===== src/rtl/i2cm_pkg.sv =====
// Shared types and constants for the I2C master byte engine.
// No dependencies; imported by every module under rtl/.
`timescale 1ns / 1ps

package i2cm_pkg;

    localparam int HALF_W   = 16;
    localparam int TOCFG_W  = 24;
    localparam int LIMIT_W  = 32;
    localparam int PHASE_W  = 5;
    localparam int CFG_IDX_W = 2;
    localparam int CFG_DW   = 24;

    // register indexes on the configuration port
    localparam logic [CFG_IDX_W-1:0] REG_HALF_PERIOD = 2'd0;
    localparam logic [CFG_IDX_W-1:0] REG_TIMEOUT     = 2'd1;

    localparam logic [HALF_W-1:0]  HALF_RESET    = 16'd5;
    localparam logic [TOCFG_W-1:0] TIMEOUT_RESET = 24'd50000;

    // sequencer phases
    localparam logic [PHASE_W-1:0] PH_IDLE       = 5'd0;
    localparam logic [PHASE_W-1:0] PH_BUSWAIT    = 5'd1;
    localparam logic [PHASE_W-1:0] PH_ST_STRETCH = 5'd2;
    localparam logic [PHASE_W-1:0] PH_ST_D1      = 5'd3;
    localparam logic [PHASE_W-1:0] PH_ST_D2      = 5'd4;
    localparam logic [PHASE_W-1:0] PH_W_D1       = 5'd5;
    localparam logic [PHASE_W-1:0] PH_W_STRETCH  = 5'd6;
    localparam logic [PHASE_W-1:0] PH_W_D2       = 5'd7;
    localparam logic [PHASE_W-1:0] PH_A_D1       = 5'd8;
    localparam logic [PHASE_W-1:0] PH_A_STRETCH  = 5'd9;
    localparam logic [PHASE_W-1:0] PH_R_D1       = 5'd10;
    localparam logic [PHASE_W-1:0] PH_R_STRETCH  = 5'd11;
    localparam logic [PHASE_W-1:0] PH_RA_D1      = 5'd12;
    localparam logic [PHASE_W-1:0] PH_RA_STRETCH = 5'd13;
    localparam logic [PHASE_W-1:0] PH_RA_D2      = 5'd14;
    localparam logic [PHASE_W-1:0] PH_P_D1       = 5'd15;
    localparam logic [PHASE_W-1:0] PH_P_D2       = 5'd16;

    // command flag bit positions
    localparam int FL_READ  = 0;
    localparam int FL_START = 1;
    localparam int FL_STOP  = 2;
    localparam int FL_ACK   = 3;

    localparam logic [1:0] ST_OK      = 2'd0;
    localparam logic [1:0] ST_NACK    = 2'd1;
    localparam logic [1:0] ST_TIMEOUT = 2'd2;

    localparam logic [3:0] BITS_PER_BYTE = 4'd8;

    typedef struct packed {
        logic       cmd_valid;
        logic       action;
        logic [7:0] tx_byte;
        logic       with_start;
        logic       with_stop;
        logic       ack_after_read;
        logic       scl_in;
        logic       sda_in;
    } tick_t;

    typedef struct packed {
        logic       scl_out;
        logic       sda_out;
        logic       busy_res;
        logic       done_res;
        logic [1:0] status;
        logic [7:0] rx_byte;
    } res_t;

    typedef struct packed {
        logic [HALF_W-1:0]  half_period;
        logic [LIMIT_W-1:0] limit;
    } cfg_t;

endpackage


===== src/rtl/i2c_master_byte_engine_top.sv =====
// I2C master byte engine, one timebase tick per input beat, one result beat per tick.
// Instantiates i2cm_cfg and i2cm_core; uses i2cm_pkg.
`timescale 1ns / 1ps

// Each input beat is one timebase tick carrying the sampled SCL/SDA levels and an optional
// byte command; each tick yields exactly one result beat with the line drives, busy, done,
// status and last received byte as they stand after that tick. The sequencer state advances
// through combinational next-state logic and the result lands in an output register in the
// cycle after acceptance; a tick is taken every clock cycle whenever the result side keeps
// up. Commands arriving while busy are ignored. Configuration writes take effect on the next
// cycle and must only happen while the engine is idle.

module i2c_master_byte_engine_top
    import i2cm_pkg::*;
#(
    parameter int TIMEOUT_BITS = 24
) (
    input  logic                 aclk,
    input  logic                 aresetn,
    input  logic                 cfg_wr_en,
    input  logic [CFG_IDX_W-1:0] cfg_index,
    input  logic [CFG_DW-1:0]    cfg_wdata,
    input  logic                 s_valid,
    output logic                 s_ready,
    input  logic                 s_cmd_valid,
    input  logic                 s_action,
    input  logic [7:0]           s_tx_byte,
    input  logic                 s_with_start,
    input  logic                 s_with_stop,
    input  logic                 s_ack_after_read,
    input  logic                 s_scl_in,
    input  logic                 s_sda_in,
    output logic                 m_valid,
    input  logic                 m_ready,
    output logic                 m_scl_out,
    output logic                 m_sda_out,
    output logic                 m_busy_res,
    output logic                 m_done_res,
    output logic [1:0]           m_status,
    output logic [7:0]           m_rx_byte
);

    cfg_t  cfg;
    tick_t tick;
    res_t  res;
    res_t  out_reg;
    logic  m_valid_reg;
    logic  step;

    assign s_ready = !m_valid_reg || m_ready;
    assign step    = s_valid && s_ready;

    assign tick.cmd_valid      = s_cmd_valid;
    assign tick.action         = s_action;
    assign tick.tx_byte        = s_tx_byte;
    assign tick.with_start     = s_with_start;
    assign tick.with_stop      = s_with_stop;
    assign tick.ack_after_read = s_ack_after_read;
    assign tick.scl_in         = s_scl_in;
    assign tick.sda_in         = s_sda_in;

    i2cm_cfg #(
        .TIMEOUT_BITS(TIMEOUT_BITS)
    ) u_cfg (
        .aclk     (aclk),
        .aresetn  (aresetn),
        .cfg_wr_en(cfg_wr_en),
        .cfg_index(cfg_index),
        .cfg_wdata(cfg_wdata),
        .cfg      (cfg)
    );

    i2cm_core #(
        .TIMEOUT_BITS(TIMEOUT_BITS)
    ) u_core (
        .aclk   (aclk),
        .aresetn(aresetn),
        .step   (step),
        .tick   (tick),
        .cfg    (cfg),
        .res    (res)
    );

    // hold the result beat until taken; refill in the same cycle it drains
    always_ff @(posedge aclk) begin
        if (!aresetn) begin
            m_valid_reg <= 1'b0;
        end else if (step) begin
            m_valid_reg <= 1'b1;
        end else if (m_ready) begin
            m_valid_reg <= 1'b0;
        end
    end

    always_ff @(posedge aclk) begin
        if (step) begin
            out_reg <= res;
        end
    end

    assign m_valid    = m_valid_reg;
    assign m_scl_out  = out_reg.scl_out;
    assign m_sda_out  = out_reg.sda_out;
    assign m_busy_res = out_reg.busy_res;
    assign m_done_res = out_reg.done_res;
    assign m_status   = out_reg.status;
    assign m_rx_byte  = out_reg.rx_byte;

endmodule


===== src/rtl/i2cm_cfg.sv =====
// Configuration registers of the I2C master byte engine.
// Holds the half period and the timeout, clamped to the wait counter range. Uses i2cm_pkg.
`timescale 1ns / 1ps

module i2cm_cfg
    import i2cm_pkg::*;
#(
    parameter int TIMEOUT_BITS = 24
) (
    input  logic                 aclk,
    input  logic                 aresetn,
    input  logic                 cfg_wr_en,
    input  logic [CFG_IDX_W-1:0] cfg_index,
    input  logic [CFG_DW-1:0]    cfg_wdata,
    output cfg_t                 cfg
);

    localparam logic [LIMIT_W-1:0] TO_MASK = LIMIT_W'((64'd1 << TIMEOUT_BITS) - 64'd1);

    logic [HALF_W-1:0]  half_reg;
    logic [LIMIT_W-1:0] limit_reg;
    logic [LIMIT_W-1:0] wr_ext;
    logic [LIMIT_W-1:0] rst_ext;

    assign wr_ext  = LIMIT_W'(cfg_wdata[TOCFG_W-1:0]);
    assign rst_ext = LIMIT_W'(TIMEOUT_RESET);

    always_ff @(posedge aclk) begin
        if (!aresetn) begin
            half_reg  <= HALF_RESET;
            limit_reg <= (rst_ext > TO_MASK) ? TO_MASK : rst_ext;
        end else if (cfg_wr_en) begin
            if (cfg_index == REG_HALF_PERIOD) begin
                half_reg <= cfg_wdata[HALF_W-1:0];
            end
            if (cfg_index == REG_TIMEOUT) begin
                limit_reg <= (wr_ext > TO_MASK) ? TO_MASK : wr_ext;
            end
        end
    end

    assign cfg.half_period = half_reg;
    assign cfg.limit       = limit_reg;

endmodule


===== src/rtl/i2cm_core.sv =====
// Byte sequencer of the I2C master engine: state registers and one-tick next-state logic.
// Uses i2cm_pkg; configuration comes from i2cm_cfg.
`timescale 1ns / 1ps

module i2cm_core
    import i2cm_pkg::*;
#(
    parameter int TIMEOUT_BITS = 24
) (
    input  logic  aclk,
    input  logic  aresetn,
    input  logic  step,
    input  tick_t tick,
    input  cfg_t  cfg,
    output res_t  res
);

    logic [PHASE_W-1:0]      phase_reg, phase_next;
    logic [3:0]              bitcnt_reg, bitcnt_next;
    logic [7:0]              sh_reg, sh_next;
    logic [HALF_W-1:0]       delay_reg, delay_next;
    logic [TIMEOUT_BITS-1:0] wait_reg, wait_next;
    logic [3:0]              flags_reg, flags_next;
    logic                    scl_reg, scl_next;
    logic                    sda_reg, sda_next;
    logic [1:0]              last_reg, last_next;
    logic [1:0]              pend_reg, pend_next;
    logic [7:0]              rx_reg, rx_next;

    logic [TIMEOUT_BITS-1:0] wait_inc;
    logic                    wait_exp;
    logic                    delay_done;
    logic [3:0]              bitcnt_inc;
    logic                    fin;
    logic [1:0]              fin_status;

    assign wait_inc   = wait_reg + 1'b1;
    assign wait_exp   = LIMIT_W'(wait_inc) >= cfg.limit;
    assign delay_done = delay_reg <= HALF_W'(1);
    assign bitcnt_inc = bitcnt_reg + 4'd1;

    always_comb begin
        phase_next  = phase_reg;
        bitcnt_next = bitcnt_reg;
        sh_next     = sh_reg;
        delay_next  = delay_reg;
        wait_next   = wait_reg;
        flags_next  = flags_reg;
        scl_next    = scl_reg;
        sda_next    = sda_reg;
        last_next   = last_reg;
        pend_next   = pend_reg;
        rx_next     = rx_reg;
        fin         = 1'b0;
        fin_status  = ST_OK;

        // every delay phase counts down or finishes this tick
        if (!delay_done) begin
            delay_next = delay_reg - HALF_W'(1);
        end

        unique case (phase_reg)
            PH_IDLE: begin
                if (tick.cmd_valid) begin
                    bitcnt_next = 4'd0;
                    flags_next  = {tick.ack_after_read, tick.with_stop,
                                   tick.with_start, tick.action};
                    if (tick.action) begin
                        sh_next    = 8'd0;
                        sda_next   = 1'b1;
                        delay_next = cfg.half_period;
                        phase_next = PH_R_D1;
                    end else begin
                        sh_next = tick.tx_byte;
                        if (tick.with_start) begin
                            sda_next   = 1'b1;
                            scl_next   = 1'b1;
                            wait_next  = '0;
                            phase_next = PH_BUSWAIT;
                        end else begin
                            sda_next   = tick.tx_byte[7];
                            delay_next = cfg.half_period;
                            phase_next = PH_W_D1;
                        end
                    end
                end
            end
            PH_BUSWAIT: begin
                if (tick.sda_in) begin
                    scl_next   = 1'b1;
                    wait_next  = '0;
                    phase_next = PH_ST_STRETCH;
                end else begin
                    wait_next = wait_inc;
                    if (wait_exp) begin
                        fin        = 1'b1;
                        fin_status = ST_TIMEOUT;
                    end
                end
            end
            PH_ST_STRETCH, PH_W_STRETCH, PH_A_STRETCH, PH_R_STRETCH, PH_RA_STRETCH: begin
                if (tick.scl_in) begin
                    unique case (phase_reg)
                        PH_ST_STRETCH: begin
                            sda_next   = 1'b0;
                            delay_next = cfg.half_period;
                            phase_next = PH_ST_D1;
                        end
                        PH_W_STRETCH: begin
                            delay_next = cfg.half_period;
                            phase_next = PH_W_D2;
                        end
                        PH_A_STRETCH: begin
                            scl_next = 1'b0;
                            if (flags_reg[FL_STOP] || tick.sda_in) begin
                                pend_next  = tick.sda_in ? ST_NACK : ST_OK;
                                sda_next   = 1'b0;
                                delay_next = cfg.half_period;
                                phase_next = PH_P_D1;
                            end else begin
                                fin        = 1'b1;
                                fin_status = ST_OK;
                            end
                        end
                        PH_R_STRETCH: begin
                            sh_next     = {sh_reg[6:0], tick.sda_in};
                            scl_next    = 1'b0;
                            bitcnt_next = bitcnt_inc;
                            delay_next  = cfg.half_period;
                            if (bitcnt_inc >= BITS_PER_BYTE) begin
                                sda_next   = !flags_reg[FL_ACK];
                                phase_next = PH_RA_D1;
                            end else begin
                                phase_next = PH_R_D1;
                            end
                        end
                        default: begin
                            delay_next = cfg.half_period;
                            phase_next = PH_RA_D2;
                        end
                    endcase
                end else begin
                    wait_next = wait_inc;
                    if (wait_exp) begin
                        // stretch timeout: issue a stop and report it
                        pend_next  = ST_TIMEOUT;
                        sda_next   = 1'b0;
                        delay_next = cfg.half_period;
                        phase_next = PH_P_D1;
                    end
                end
            end
            PH_ST_D1: begin
                if (delay_done) begin
                    delay_next = cfg.half_period;
                    scl_next   = 1'b0;
                    phase_next = PH_ST_D2;
                end
            end
            PH_ST_D2: begin
                if (delay_done) begin
                    sda_next   = sh_reg[7];
                    delay_next = cfg.half_period;
                    phase_next = PH_W_D1;
                end
            end
            PH_W_D1, PH_A_D1, PH_R_D1, PH_RA_D1: begin
                if (delay_done) begin
                    delay_next = '0;
                    scl_next   = 1'b1;
                    wait_next  = '0;
                    unique case (phase_reg)
                        PH_W_D1: phase_next = PH_W_STRETCH;
                        PH_A_D1: phase_next = PH_A_STRETCH;
                        PH_R_D1: phase_next = PH_R_STRETCH;
                        default: phase_next = PH_RA_STRETCH;
                    endcase
                end
            end
            PH_W_D2: begin
                if (delay_done) begin
                    scl_next    = 1'b0;
                    sh_next     = {sh_reg[6:0], 1'b0};
                    bitcnt_next = bitcnt_inc;
                    delay_next  = cfg.half_period;
                    if (bitcnt_inc >= BITS_PER_BYTE) begin
                        sda_next   = 1'b1;
                        phase_next = PH_A_D1;
                    end else begin
                        sda_next   = sh_reg[6];
                        phase_next = PH_W_D1;
                    end
                end
            end
            PH_RA_D2: begin
                if (delay_done) begin
                    delay_next = '0;
                    scl_next   = 1'b0;
                    rx_next    = sh_reg;
                    if (flags_reg[FL_STOP]) begin
                        pend_next  = ST_OK;
                        sda_next   = 1'b0;
                        delay_next = cfg.half_period;
                        phase_next = PH_P_D1;
                    end else begin
                        fin        = 1'b1;
                        fin_status = ST_OK;
                    end
                end
            end
            PH_P_D1: begin
                if (delay_done) begin
                    scl_next   = 1'b1;
                    delay_next = cfg.half_period;
                    phase_next = PH_P_D2;
                end
            end
            PH_P_D2: begin
                if (delay_done) begin
                    delay_next = '0;
                    sda_next   = 1'b1;
                    fin        = 1'b1;
                    fin_status = pend_reg;
                end
            end
            default: begin
                phase_next = PH_IDLE;
            end
        endcase

        if (fin) begin
            phase_next = PH_IDLE;
            last_next  = fin_status;
        end
    end

    always_ff @(posedge aclk) begin
        if (!aresetn) begin
            phase_reg  <= PH_IDLE;
            bitcnt_reg <= '0;
            sh_reg     <= '0;
            delay_reg  <= '0;
            wait_reg   <= '0;
            flags_reg  <= '0;
            scl_reg    <= 1'b1;
            sda_reg    <= 1'b1;
            last_reg   <= ST_OK;
            pend_reg   <= ST_OK;
            rx_reg     <= '0;
        end else if (step) begin
            phase_reg  <= phase_next;
            bitcnt_reg <= bitcnt_next;
            sh_reg     <= sh_next;
            delay_reg  <= delay_next;
            wait_reg   <= wait_next;
            flags_reg  <= flags_next;
            scl_reg    <= scl_next;
            sda_reg    <= sda_next;
            last_reg   <= last_next;
            pend_reg   <= pend_next;
            rx_reg     <= rx_next;
        end
    end

    assign res.scl_out  = scl_next;
    assign res.sda_out  = sda_next;
    assign res.busy_res = phase_next != PH_IDLE;
    assign res.done_res = fin;
    assign res.status   = last_next;
    assign res.rx_byte  = rx_next;

    a_hold_without_step: assert property (@(posedge aclk) disable iff (!aresetn)
        !step |=> $stable(phase_reg) && $stable(sh_reg) && $stable(wait_reg))
        else $error("engine state moved without a tick");

    a_done_goes_idle: assert property (@(posedge aclk) disable iff (!aresetn)
        step && res.done_res |=> phase_reg == PH_IDLE)
        else $error("finished command did not return to idle");

    a_idle_no_cmd: assert property (@(posedge aclk) disable iff (!aresetn)
        step && phase_reg == PH_IDLE && !tick.cmd_valid |=> phase_reg == PH_IDLE)
        else $error("engine left idle without a command");

    a_bitcnt_range: assert property (@(posedge aclk) disable iff (!aresetn)
        bitcnt_reg <= BITS_PER_BYTE)
        else $error("bit counter ran past one byte");

endmodule


===== config.mk =====
export PLATFORM = sky130hd
export DESIGN_NAME = i2c_master_byte_engine_top
export DESIGN_NICKNAME = d
export VERILOG_FILES = /design/src/rtl/i2cm_pkg.sv /design/src/rtl/i2c_master_byte_engine_top.sv /design/src/rtl/i2cm_cfg.sv /design/src/rtl/i2cm_core.sv
export SDC_FILE = /design/constraint.sdc
export NUM_CORES = 1
export LEC_CHECK = 0
export BUFFER_PORTS_ARGS = -buffer_cell sky130_fd_sc_hd__buf_2
export CELL_PAD_IN_SITES_DETAIL_PLACEMENT = 0
export CELL_PAD_IN_SITES_GLOBAL_PLACEMENT = 1
export CORE_MARGIN = 2
export CORE_UTILIZATION = 50
export CTS_BUF_LIST = sky130_fd_sc_hd__clkbuf_2
export DETAILED_ROUTE_END_ITERATION = 7
export PLACE_DENSITY_LB_ADDON = 0.1
export SETUP_SLACK_MARGIN = 0.05
export SYNTH_ARGS = -nofsm -noshare
export SYNTH_HDL_FRONTEND = slang
export SYNTH_SLANG_ARGS = --single-unit
export TNS_END_PERCENT = 5

===== constraint.sdc =====
create_clock -name aclk -period 6.74 [get_ports aclk]
set_input_delay 1.348 -clock aclk [delete_from_list [all_inputs] [get_ports aclk]]
set_output_delay 1.348 -clock aclk [all_outputs]
set_load 0.005 [all_outputs]

==> flow_summary.ini <==
[outcome]
status = finished clean

[cts]
cts.htree.levels = 4
numCtsBuffers = 17
cts_resized = 0
cts_root_buf = clkbuf_2
cts_tree = done
clk_pin_slew_ns = 0.19
cts.path.max_buffers = 2
post_cts_buffers = 0
clk_latency_ns = 0.69
hold_buffers = 0
cts_num_sinks = 128

[power_and_ir_drop]
ir_worst_vdd_v = 0.00009931
power_mw = 1.931
p_leak_nw = 3.167
p_per_area_nw_per_um2 = 238.1

[routing]
antenna_left = 0
routed_via_density = 5.956
drc = 0
drtPass1Iterations = 5
drt_iter0_drc = 582
wl_per_cell_um = 17.84
drt_wl_total_um = 20960
via_count = 6998

[floorplanning]
start_util_pct = 51.64
fp.dieH_um = 127.0
core_sq_um = 14640
die-area_sq_um = 16120
rows = 44
die_x_um = 127.0
io_pins = 62

[synth]
synth_edf_count = 14
synth_cells = 944
synth_area_per_cell_sq_um = 8.011
ys_seq_area_share_pct = 35.74
synth-warning-count = 0
synthFlopType = dfxtp_1
synth_nets = 1019
post_synth_instance_area_sq_um = 7562
synthDistinctLibCells = 84
synth_seq_cells = 128
async_flop_share_pct = 0

[timing]
rsz0062_at_grt = no
relSlewSlack_pct = 30.06
worst-slew-pin-transition_ns = 1.048
finalMaxSlewViolations = 0
hold_violations = 0
setup_viol = 0
whs_ns = 0.4682
tns_ns = 0
finalCriticalPeriod_ns = 4.233
fin_crit_sh_pct = 62.80
fin_worst_skew_ns = 0.03121
fin_ws_ns = 2.507
max_freq_mhz = 236.3

[place]
dp_cells = 1144
gp_congestion = 0.9698
dpl_cell_area_sq_um = 7904
port-buffer-count = 61
dpl.hpwl_um = 15050
dp_slack_ns = 2.498

[setup_path]
critPathLaunchType = flip-flop
worstPathRequired_ns = 7.35
r2r_slack_ns = 2.51
crit_type = reg -> reg
worstPathMaxFanout = 13
cp.arrival_ns = 4.84
endpoint_kind = flip-flop

[cells_and_area]
multi_input_area_sq_um = 4459
seq_area_sq_um = 2703
drive_above_1_share_pct = 13.65
area_growth_pct = 7.230
final_core_utilization_pct = 55.37
final_area_sq_um = 8109
fin_cells = 1175
fillCellCount = 1404
finalNetCount = 1054

[global_route]
grt_overflow = 0
first_global_vias = 6913
grt_max_degree = 52
antenna_found_initial = 1
grt_use_total_pct = 26.95
grt_pass1_wl_um = 35080

[run]
max-cap-violations = 0

[hold_path]
hp-class = reg -> reg
[path summary, 6_finish.rpt]
path / cells after the start / start / endpoint
worst max-delay path: 13 / u_core.wait_reg[6] / u_core.delay_reg[14]
worst min-delay path: 2 / u_cfg.limit_reg[1] / u_cfg.limit_reg[1]
worst max register to register: 13 / u_core.wait_reg[6] / u_core.delay_reg[14]
worst min register to register: 2 / u_cfg.limit_reg[1] / u_cfg.limit_reg[1]
[Yosys cell counts (7+ instances only)]
cell type | n | share of area, %
nand3_1 | 44 | 2.9
nor3_1 | 29 | 1.9
a22oi_1 | 27 | 2.7
dfxtp_1 | 114 | 30
inv_1 | 39 | 1.9
o211ai_1 | 10 | 0.99
ha_1 | 29 | 4.8
buf_4 | 7 | 0.69
mux2_1 | 8 | 1.2
nor2_1 | 102 | 5.1
o22ai_1 | 8 | 0.66
clkbuf_1 | 36 | 1.8
a21oi_1 | 83 | 5.5
xnor2_1 | 17 | 2.0
edfxtp_1 | 14 | 5.6
nand2_1 | 125 | 6.2
and2_1 | 10 | 0.83
a211oi_1 | 11 | 1.1
o21ai_0 | 31 | 2.1
xor2_1 | 13 | 1.5
nand2b_1 | 9 | 0.74
o21ai_1 | 8 | 0.53
a31oi_1 | 12 | 0.99
nand4_1 | 19 | 1.6
nor3b_1 | 10 | 0.99
[cells by family (layout without fill, tap and decap cells)]
logic type | after synthesis | count (layout) | synth area share, %
buffers and inverters | 93 | 138 | 5.294
DFF | 128 | 128 | 35.74
AOI/OAI and AO/OA | 248 | 248 | 22.20
and+or+nand+nor | 404 | 404 | 26.77
other | 0 | 2 | 0
adders and majority gates | 30 | 30 | 4.931
muxes | 11 | 11 | 1.588
xor gates and xnor gates | 30 | 30 | 3.474
[final cells by class]
cell class / count / share of cell area [%]
timing repair buffer: 68 / 4.413
sequential: 128 / 33.33
clock buffer: 21 / 1.296
multi-input combinational: 723 / 54.99
clock inverter: 8 / 1.173
tap: 184 / 2.839
inverter: 41 / 1.898
antenna: 2 / 0.06172
[worst max-delay path, cell delays in order (launching register included)]
cell	delay (ns)
dfxtp_1	0.44
and3_1	0.22
nand4_1	0.17
nor2_1	0.27
nand2_1	0.20
nor3_1	0.29
xor2_1	0.24
ha_1	0.31
and4_1	0.23
a221oi_4	0.46
a21oi_4	0.18
or4_4	0.67
nor3b_1	0.19
o31a_1	0.30
[layer usage]
metal	up-vias	wire length (um)	part of all wire, %	GRT usage (%)
li1	3464	-	-	-
met1	3285	9422	45	35.56
met2	210	9956	48	44.37
met3	39	1121	5.3	5.444
met4	0	459	2.2	9.114
met5	-	0	0	0
[report_power, final]
group          internal (mW)  switching [mW]
Sequential             0.821          0.0477
Combinational          0.219           0.402
Clock                  0.167           0.273
Total                   1.21           0.723
[layout by cell type, fill, tap and decap left out, drive strengths merged, types with 6 or more instances in the layout]
cell      n
clkinv    7
nand2b    9
o21ai    39
a21oi    87
or3       6
nand4    21
clkbuf   21
nand2   127
o211ai   11
and3      6
inv      39
a22oi    27
nor3b    12
and2     11
o22ai     8
nor2    105
buf      68
xor2     13
a31oi    13
edfxtp   14
nand3    44
or2       7
mux2      8
a21o      6
dfxtp   114
ha       29
a211oi   13
xnor2    17
nor3     31
(Power assumes the default switching activity.)
